<file path="config.mk">
export PLATFORM = sky130hd
export DESIGN_NAME = steer_servo_drive_unit_flat
export DESIGN_NICKNAME = d
export VERILOG_FILES = /design/src/hw/rtl/ssd_pkg.sv /design/src/hw/rtl/ssd_in_if.sv /design/src/hw/rtl/ssd_out_if.sv /design/src/hw/rtl/steer_servo_drive_unit.sv /design/src/hw/rtl/ssd_cfg_regs.sv /design/src/flat_wrapper.sv
export VERILOG_INCLUDE_DIRS = /design/src /design/src/hw/rtl
export SDC_FILE = /design/constraint.sdc
export NUM_CORES = 2
export LEC_CHECK = 0
export ABC_AREA = 1
export BUFFER_PORTS_ARGS = -buffer_cell sky130_fd_sc_hd__buf_4
export CORE_AREA = 2 2 292 511
export DETAILED_ROUTE_END_ITERATION = 8
export DIE_AREA = 0 0 294 513
export GPL_TIMING_DRIVEN = 0
export PLACE_DENSITY = 0.36
export SYNTH_ARGS = -nofsm -noshare
export SYNTH_HDL_FRONTEND = slang
export SYNTH_SLANG_ARGS = --single-unit
</file>
<file path="constraint.sdc">
create_clock -name clk -period 8.8 [get_ports clk]
set_input_delay 0.88 -clock clk [delete_from_list [all_inputs] [get_ports clk]]
set_output_delay 0.88 -clock clk [all_outputs]
set_load 0.05 [all_outputs]
</file>
<file path="src/hw/rtl/assert_macros.svh">
// Assertion helpers for the RTL. Each one is clocked on clk and is
// switched off while rst_n is low.
`ifndef ASSERT_MACROS_SVH
`define ASSERT_MACROS_SVH

// The consequent must hold in the same cycle as the antecedent.
`define ASSERT_SAME(label, ante, cons, msg) \
    label: assert property (@(posedge clk) disable iff (!rst_n) (ante) |-> (cons)) \
        else $error(msg);

// The consequent must hold in the cycle after the antecedent.
`define ASSERT_NEXT(label, ante, cons, msg) \
    label: assert property (@(posedge clk) disable iff (!rst_n) (ante) |=> (cons)) \
        else $error(msg);

`endif

</file>
<file path="src/hw/rtl/ssd_pkg.sv">
package ssd_pkg;

    localparam int CFG_IDX_W  = 3;
    localparam int CFG_DATA_W = 24;

    typedef enum logic [CFG_IDX_W-1:0] {
        CFG_GAIN         = 3'd0,
        CFG_DEADBAND     = 3'd1,
        CFG_MIN_POSITION = 3'd2,
        CFG_MAX_POSITION = 3'd3,
        CFG_THRESHOLD    = 3'd4,
        CFG_DIVIDER_SLOW = 3'd5,
        CFG_DIVIDER_FAST = 3'd6,
        CFG_PWM_WRAP     = 3'd7
    } cfg_idx_t;

    typedef struct packed {
        logic [23:0] gain;
        logic [11:0] deadband;
        logic [11:0] min_position;
        logic [11:0] max_position;
        logic [14:0] threshold;
        logic [11:0] divider_slow;
        logic [11:0] divider_fast;
        logic [15:0] pwm_wrap;
    } cfg_t;

    localparam logic [23:0] GAIN_RESET         = 24'd5033;
    localparam logic [11:0] DEADBAND_RESET     = 12'd50;
    localparam logic [11:0] MIN_POSITION_RESET = 12'd800;
    localparam logic [11:0] MAX_POSITION_RESET = 12'd2200;
    localparam logic [14:0] THRESHOLD_RESET    = 15'd2621;
    localparam logic [11:0] DIVIDER_SLOW_RESET = 12'd240;
    localparam logic [11:0] DIVIDER_FAST_RESET = 12'd120;
    localparam logic [15:0] PWM_WRAP_RESET     = 16'd5000;

    localparam logic signed [15:0] DRIVE_MAX = 16'sh7FFF;
    localparam logic signed [15:0] DRIVE_MIN = -16'sh8000;

endpackage

</file>
<file path="src/hw/rtl/ssd_in_if.sv">
interface ssd_in_if;
    logic               valid;
    logic               ready;
    logic signed [15:0] steer_command;
    logic        [11:0] sensor_position;

    modport source (output valid, output steer_command, output sensor_position, input ready);
    modport sink (input valid, input steer_command, input sensor_position, output ready);
endinterface

</file>
<file path="src/hw/rtl/ssd_out_if.sv">
interface ssd_out_if;
    logic               valid;
    logic               ready;
    logic               direction;
    logic        [11:0] clock_divider;
    logic        [14:0] pwm_level;
    logic signed [15:0] drive;

    modport source (output valid, output direction, output clock_divider,
                    output pwm_level, output drive, input ready);
    modport sink (input valid, input direction, input clock_divider,
                  input pwm_level, input drive, output ready);
endinterface

</file>
<file path="src/hw/rtl/steer_servo_drive_unit.sv">
// Steering servo drive: proportional position control with a deadband.
// The req channel carries a signed Q1.15 steering command and a 12-bit
// position sample; the rsp channel returns one result per transfer:
// direction, PWM clock divider, PWM compare level and the Q1.15 drive.
// Registers are written through cfg_we/cfg_index/cfg_data, one per cycle;
// the user must write only while no item is in flight; nothing enforces it.
// The datapath is a four-stage pipeline: setpoint multiply, gain multiply,
// scaling and saturation, divider multiply into the output register.
// A req item passes the setpoint, gain, scaling and output registers in
// turn before rsp.valid rises. A new item is taken every cycle unless the
// output stalls; the throughput is one item per cycle while it does not,
// because each stage holds one item and all stages move together.
// When the receiver holds rsp.ready low with a result waiting, the whole
// pipeline freezes and req.ready drops; nothing is lost or repeated, and
// the pipeline resumes in the cycle that rsp.ready returns.
// Reset empties the pipeline and loads every config register with its default
// value; there is no clearing pass, and req.ready is high right after.
module steer_servo_drive_unit (
    input  logic                           clk,
    input  logic                           rst_n,
    ssd_in_if.sink                         req,
    ssd_out_if.source                      rsp,
    input  logic                           cfg_we,
    input  logic [ssd_pkg::CFG_IDX_W-1:0]  cfg_index,
    input  logic [ssd_pkg::CFG_DATA_W-1:0] cfg_data
);

`include "assert_macros.svh"

    ssd_pkg::cfg_t cfg;

    ssd_cfg_regs u_cfg (
        .clk       (clk),
        .rst_n     (rst_n),
        .cfg_we    (cfg_we),
        .cfg_index (cfg_index),
        .cfg_data  (cfg_data),
        .cfg       (cfg)
    );

    // valid_reg[0..2] are stages one to three, valid_reg[3] is the output.
    logic [3:0] valid_reg;
    logic       advance;

    assign advance   = !valid_reg[3] || rsp.ready;
    assign req.ready = advance;

    always_ff @(posedge clk or negedge rst_n)
    begin
        if (!rst_n)
        begin
            valid_reg <= '0;
        end
        else if (advance)
        begin
            valid_reg <= {valid_reg[2:0], req.valid};
        end
    end

    // Stage 1: setpoint = ((cmd + 32768) * (hi - lo) + lo * 65536) / 65536.
    logic        [15:0] s1_ucmd;
    logic signed [12:0] s1_span;
    logic signed [29:0] s1_prod;
    logic signed [30:0] s1_num;
    logic        [11:0] setpoint_next;
    logic        [11:0] setpoint_reg;
    logic        [11:0] pos1_reg;

    assign s1_ucmd = {~req.steer_command[15], req.steer_command[14:0]};
    assign s1_span = $signed({1'b0, cfg.max_position}) - $signed({1'b0, cfg.min_position});
    assign s1_prod = $signed({1'b0, s1_ucmd}) * s1_span;
    assign s1_num  = {s1_prod[29], s1_prod} + $signed({3'b000, cfg.min_position, 16'h0000});
    // The numerator never goes negative and stays below 2**28.
    assign setpoint_next = s1_num[27:16];

    // Stage 2: error, deadband and gain product.
    logic signed [12:0] s2_err;
    logic        [12:0] s2_mag;
    logic signed [37:0] s2_full;
    logic signed [36:0] prod_next;
    logic signed [36:0] prod_reg;
    logic               cut_next;
    logic               cut_reg;

    assign s2_err    = $signed({1'b0, pos1_reg}) - $signed({1'b0, setpoint_reg});
    assign s2_mag    = s2_err[12] ? 13'(-s2_err) : 13'(s2_err);
    assign s2_full   = $signed({1'b0, cfg.gain}) * s2_err;
    assign prod_next = (s2_mag > {1'b0, cfg.deadband}) ? s2_full[36:0] : '0;
    assign cut_next  = (pos1_reg > cfg.max_position) || (pos1_reg < cfg.min_position);

    // Stage 3: divide by 512 toward zero, saturate, end-stop cutoff.
    logic signed [36:0] s3_biased;
    logic signed [27:0] s3_quot;
    logic signed [15:0] s3_sat;
    logic signed [15:0] drive3_next;
    logic signed [15:0] drive3_reg;
    logic               dir3_next;
    logic               dir3_reg;
    logic        [15:0] mag_next;
    logic        [15:0] mag_reg;

    assign s3_biased = prod_reg[36] ? prod_reg + 37'sd511 : prod_reg;
    assign s3_quot   = s3_biased[36:9];

    always_comb
    begin
        if (s3_quot > 28'sd32767)
        begin
            s3_sat = ssd_pkg::DRIVE_MAX;
        end
        else if (s3_quot < -28'sd32768)
        begin
            s3_sat = ssd_pkg::DRIVE_MIN;
        end
        else
        begin
            s3_sat = s3_quot[15:0];
        end
    end

    assign dir3_next   = s3_sat[15];
    assign drive3_next = cut_reg ? '0 : s3_sat;
    // The magnitude of -32768 is 32768, which still fits 16 unsigned bits.
    assign mag_next    = drive3_next[15] ? 16'(-drive3_next) : 16'(drive3_next);

    // Stage 4: divider interpolation and level into the output register.
    logic signed [12:0] s4_diff;
    logic signed [29:0] s4_prod;
    logic signed [30:0] s4_num;
    logic        [11:0] div_next;
    logic        [14:0] level_next;
    logic        [11:0] div_reg;
    logic        [14:0] level_reg;
    logic signed [15:0] drive4_reg;
    logic               dir4_reg;

    assign s4_diff    = $signed({1'b0, cfg.divider_slow}) - $signed({1'b0, cfg.divider_fast});
    assign s4_prod    = s4_diff * $signed({1'b0, mag_reg});
    assign s4_num     = $signed({4'b0000, cfg.divider_slow, 15'h0000})
                        - {s4_prod[29], s4_prod};
    assign div_next   = s4_num[26:15];
    assign level_next = ({1'b0, mag_reg} > {2'b00, cfg.threshold}) ? cfg.pwm_wrap[15:1] : '0;

    always_ff @(posedge clk)
    begin
        if (advance)
        begin
            setpoint_reg <= setpoint_next;
            pos1_reg     <= req.sensor_position;
            prod_reg     <= prod_next;
            cut_reg      <= cut_next;
            drive3_reg   <= drive3_next;
            dir3_reg     <= dir3_next;
            mag_reg      <= mag_next;
            div_reg      <= div_next;
            level_reg    <= level_next;
            drive4_reg   <= drive3_reg;
            dir4_reg     <= dir3_reg;
        end
    end

    assign rsp.valid         = valid_reg[3];
    assign rsp.direction     = dir4_reg;
    assign rsp.clock_divider = div_reg;
    assign rsp.pwm_level     = level_reg;
    assign rsp.drive         = drive4_reg;

    // A live drive always points the same way as the direction bit.
    `ASSERT_SAME(a_dir_matches_drive, rsp.valid && (rsp.drive != 16'sd0),
        rsp.direction == rsp.drive[15], "direction disagrees with nonzero drive")
    // With no drive the divider sits at the slow setting.
    `ASSERT_SAME(a_idle_divider, rsp.valid && (rsp.drive == 16'sd0),
        rsp.clock_divider == cfg.divider_slow, "zero drive must give the slow divider")
    // The level can only be on when there is drive.
    `ASSERT_SAME(a_level_needs_drive, rsp.valid && (rsp.pwm_level != 15'd0),
        rsp.drive != 16'sd0, "PWM level on without drive")
    // An item in the third stage reaches the output when the pipeline moves.
    `ASSERT_NEXT(a_stage_moves, valid_reg[2] && advance,
        valid_reg[3], "item lost between stage three and the output")

endmodule

</file>
<file path="src/hw/rtl/ssd_cfg_regs.sv">
module ssd_cfg_regs (
    input  logic                           clk,
    input  logic                           rst_n,
    input  logic                           cfg_we,
    input  logic [ssd_pkg::CFG_IDX_W-1:0]  cfg_index,
    input  logic [ssd_pkg::CFG_DATA_W-1:0] cfg_data,
    output ssd_pkg::cfg_t                  cfg
);

    ssd_pkg::cfg_t cfg_reg;
    ssd_pkg::cfg_t cfg_next;

    always_comb
    begin
        cfg_next = cfg_reg;
        if (cfg_we)
        begin
            case (ssd_pkg::cfg_idx_t'(cfg_index))
                ssd_pkg::CFG_GAIN:         cfg_next.gain         = cfg_data[23:0];
                ssd_pkg::CFG_DEADBAND:     cfg_next.deadband     = cfg_data[11:0];
                ssd_pkg::CFG_MIN_POSITION: cfg_next.min_position = cfg_data[11:0];
                ssd_pkg::CFG_MAX_POSITION: cfg_next.max_position = cfg_data[11:0];
                ssd_pkg::CFG_THRESHOLD:    cfg_next.threshold    = cfg_data[14:0];
                ssd_pkg::CFG_DIVIDER_SLOW: cfg_next.divider_slow = cfg_data[11:0];
                ssd_pkg::CFG_DIVIDER_FAST: cfg_next.divider_fast = cfg_data[11:0];
                ssd_pkg::CFG_PWM_WRAP:     cfg_next.pwm_wrap     = cfg_data[15:0];
                default:                   cfg_next = cfg_reg;
            endcase
        end
    end

    always_ff @(posedge clk or negedge rst_n)
    begin
        if (!rst_n)
        begin
            cfg_reg.gain         <= ssd_pkg::GAIN_RESET;
            cfg_reg.deadband     <= ssd_pkg::DEADBAND_RESET;
            cfg_reg.min_position <= ssd_pkg::MIN_POSITION_RESET;
            cfg_reg.max_position <= ssd_pkg::MAX_POSITION_RESET;
            cfg_reg.threshold    <= ssd_pkg::THRESHOLD_RESET;
            cfg_reg.divider_slow <= ssd_pkg::DIVIDER_SLOW_RESET;
            cfg_reg.divider_fast <= ssd_pkg::DIVIDER_FAST_RESET;
            cfg_reg.pwm_wrap     <= ssd_pkg::PWM_WRAP_RESET;
        end
        else
        begin
            cfg_reg <= cfg_next;
        end
    end

    assign cfg = cfg_reg;

endmodule
</file>
<file path="src/flat_wrapper.sv">
// flat-port wrapper written by rule: the top's interface ports become plain ports
module steer_servo_drive_unit_flat 
  (clk, rst_n, cfg_we, cfg_index, cfg_data, req_valid, req_steer_command, req_sensor_position, req_ready, rsp_valid, rsp_direction, rsp_clock_divider, rsp_pwm_level, rsp_drive, rsp_ready);
  ssd_in_if req_i ();
  ssd_out_if rsp_i ();
  input  logic clk;
  input  logic rst_n;
  input  logic cfg_we;
  input  logic [ssd_pkg::CFG_IDX_W-1:0] cfg_index;
  input  logic [ssd_pkg::CFG_DATA_W-1:0] cfg_data;
  input wire logic [$bits(req_i.valid)-1:0] req_valid;
  input wire logic [$bits(req_i.steer_command)-1:0] req_steer_command;
  input wire logic [$bits(req_i.sensor_position)-1:0] req_sensor_position;
  output wire logic [$bits(req_i.ready)-1:0] req_ready;
  output wire logic [$bits(rsp_i.valid)-1:0] rsp_valid;
  output wire logic [$bits(rsp_i.direction)-1:0] rsp_direction;
  output wire logic [$bits(rsp_i.clock_divider)-1:0] rsp_clock_divider;
  output wire logic [$bits(rsp_i.pwm_level)-1:0] rsp_pwm_level;
  output wire logic [$bits(rsp_i.drive)-1:0] rsp_drive;
  input wire logic [$bits(rsp_i.ready)-1:0] rsp_ready;
  assign req_i.valid = req_valid;
  assign req_i.steer_command = req_steer_command;
  assign req_i.sensor_position = req_sensor_position;
  assign req_ready = req_i.ready;
  assign rsp_valid = rsp_i.valid;
  assign rsp_direction = rsp_i.direction;
  assign rsp_clock_divider = rsp_i.clock_divider;
  assign rsp_pwm_level = rsp_i.pwm_level;
  assign rsp_drive = rsp_i.drive;
  assign rsp_i.ready = rsp_ready;
  steer_servo_drive_unit u_core (.clk(clk), .rst_n(rst_n), .req(req_i), .rsp(rsp_i), .cfg_we(cfg_we), .cfg_index(cfg_index), .cfg_data(cfg_data));
endmodule
</file>
==> run_results.csv <==
group,metric,value,unit
placement,gp_congestion,0.865,
placement,io_buffers,97,
setup_path,cp_slowest_cell,"fa_1",
yosys,ys_ff_latch,256,
drt,wire_per_inst,20.6,um
yosys,synth_fp_nets,5274,
floorplan,boundaryPins,106,
clocking,cts_max_path_buffers,3,
setup_path,path_class,"flip-flop to flip-flop",
floorplan,die-height,513,um
worst_hold_path,worstHoldPathType,"input pin to async pin",
floorplan,die_w,294,um
run_status,status,"completed",
yosys,synth_area_leaders,"fa_1 31%, ha_1 13%, edfxtp_1 11%",
cells_and_area,multiInputGateArea,0.0253,mm^2
drt,totalWireLength,130,mm
timing,hold_viol,0,
drt,via_per_inst,4.41,
global_route,top_usage_layer,"met2",
setup_path,path_max_fanout,10,
floorplan,die_area,0.151,mm^2
floorplan,initial_core_util,24.9,%
timing,rsz0062_at_grt,"false",
floorplan,row_count,186,
cells_and_area,fill_cells,15900,
timing,finalCriticalPeriod,8450,ps
global_route,track_usage,17.5,%
setup_path,cpPeakStageDelay,570,ps
cells_and_area,drive_above_1_share,7.98,%
timing,max_freq,118,MHz
setup_path,worstPathArrival,8780,ps
cells_and_area,largest_reg_flops,114,
global_route,grt_pass1_vias,31000,
setup_path,rr_worst_depth,35,
drt,drt_iter0_markers,973,
drt,drc_errors,0,
setup_path,start_kind,"flip-flop",
clocking,cts_root_buf,"clkbuf_16",
timing,fin_ws,347,ps
clocking,numCtsBuffers,35,
drt,num_vias,27900,
yosys,yosys.area.top_type,"fa_1",
global_route,gr-usage-met3,1.43,%
global_route,gr-total-overflow,0,
clocking,clkSinkCount,256,
timing,setup_viol,0,
floorplan,coreArea,0.146,mm^2
timing,relSlewSlack,31.1,%
timing,skew,22.6,ps
global_route,grt_max_degree,79,
yosys,yosysWarnings,0,
drt,antenna_left,0,
global_route,met1_usage,16.6,%
cells_and_area,seqCellArea,0.00714,mm^2
yosys,ys_seq_area_share,19.6,%
cells_and_area,nets,5411,
timing,tightest_slew,1030,ps
clocking,cts_tree,"built",
clocking,clk_pin_slew_worst_paths,60,ps
yosys,netlist_instances,4271,
yosys,ys_types,55,
clocking,clkLatencyLatePin,600,ps
placement,dp_hpwl,112,mm
timing,period_share,96.1,%
global_route,met2_usage,36.6,%
cells_and_area,area_growth,12.5,%
clocking,htreeDepth,2,
drt,first_pass_iters,5,
yosys,avgSynthCellArea,8.53,um^2
yosys,netlist_area,0.0364,mm^2
setup_path,worstPathRequired,9130,ps
clocking,hold_buffers,0,
global_route,grt_first_pass_wirelength,194,mm
setup_path,crit_top_cell,"nand2_1",
yosys,synth_top_area_share,31.4,%
timing,maxSlewViolCount,0,
global_route,grt_antenna_before_repair,2,
placement,dp_slack,-531,ps
flow_run,cap_violations,0,
setup_path,end_kind,"flip-flop",
## final cells by class
type / instances / area share (%)
Inverter: 972 / 8.94
Clock buffer: 44 / 2.37
Antenna cell: 1 / 0.00610
Tap cell: 1880 / 5.74
Multi-Input combinational cell: 2925 / 61.8
Clock inverter: 20 / 0.464
Buffer: 114 / 1.17
Sequential cell: 256 / 17.4
Timing Repair Buffer: 104 / 2.09
## logic make-up (layout without fill, tap and decap cells)
kind of cell | count (synthesis) | count (layout) | share of synthesized area [%]
AND/OR/NAND/NOR | 1515 | 1515 | 17.0
buffers and inverters | 1090 | 1254 | 11.3
adder cells (fa/ha/maj) | 943 | 943 | 44.2
AO/OA/AOI/OAI | 374 | 374 | 5.62
flip-flops | 256 | 256 | 19.6
XOR/XNOR | 93 | 93 | 2.24
other | 0 | 1 | 0
## per-stage QoR
stage / hold slack, ps / TNS, ps / instance area (um^2) / instances / util, %
after floorplan: 400 / 0 / 36400 / 4271 / -
after global placement: 402 / -3690 / 39500 / 6248 / 27.0
after detailed placement: 406 / -3590 / 39600 / 6252 / 27.1
after CTS: 215 / 0 / 40900 / 6317 / 27.9
after global routing: 254 / 0 / 41000 / 6316 / 28.0
final: 236 / 0 / 41000 / 6316 / 28.0
## placed cells by master, fill, tap and decap left out, types with 97 or more instances in the layout
master / netlist / routed
buf_4: 1 / 101
nand2_1: 856 / 854
ha_1: 371 / 366
nor2_1: 448 / 445
clkbuf_1: 104 / 97
fa_1: 572 / 566
inv_1: 951 / 949
o21ai_0: 168 / 165
a21oi_1: 146 / 138
edfxtp_1: 138 / 138
## metal layers
metal  share of wire [%]  wire length [um]
met1                  34             44000
met4                 5.2              6750
met3                 2.1              2710
met2                  59             76700
met5              0.0077                10
## worst paths after layout
kind	slack, ps	startpoint	end
worst max-delay path	350	u_core.pos1_reg[0]$_DFFE_PP_	u_core.prod_reg[27]$_SDFFCE_PP0P_
worst min-delay path	240	rst_n	u_core.u_cfg.cfg[108]$_DFFE_PN0P_
worst max register to register	350	u_core.pos1_reg[0]$_DFFE_PP_	u_core.prod_reg[27]$_SDFFCE_PP0P_
worst min register to register	410	u_core.drive3_reg[15]$_DFFE_PP_	u_core.rsp.drive[15]$_DFFE_PP_
max in group asynchronous	7690	rst_n	u_core.u_cfg.cfg[42]$_DFFE_PN1P_
min in group clk	410	u_core.drive3_reg[15]$_DFFE_PP_	u_core.rsp.drive[15]$_DFFE_PP_
## synthesized netlist by cell type, drive strengths merged
cell	count
o2111ai	3
a2111oi	1
o21ai	174
o21a	5
nand3	73
and2	2
xnor2	33
dfrtp	81
buf	14
o31ai	3
nor4	5
inv	959
a221oi	3
a21oi	148
nand3b	7
xor2	60
ha	371
edfxtp	138
o211ai	1
o41ai	1
or3	1
a211oi	1
nor3	21
o221ai	9
o21bai	1
a21o	8
fa	572
a32o	1
nor2	462
clkinv	13
clkbuf	104
nand2	884
a21boi	4
o221a	2
nand4	27
dfstp	37
a31oi	9
or2	33
## what timing repair did
item	4_1_cts	5_1_grt
pin swaps	0	3
buffers inserted	2	1
setup endpoints to repair	17	14
resized for setup	29	38
## critical path, delay by kind of cell (launching register included)
kind / cells / cell delay (ps)
adders and majority gates: 9 / 3880
DFF: 1 / 470
AOI/OAI and AO/OA: 9 / 1760
and+or+nand+nor: 10 / 960
buffers and inverters: 7 / 1120
Power is not shown: default switching activity piles up to over one toggle a cycle in this logic, so the estimate is an artifact.
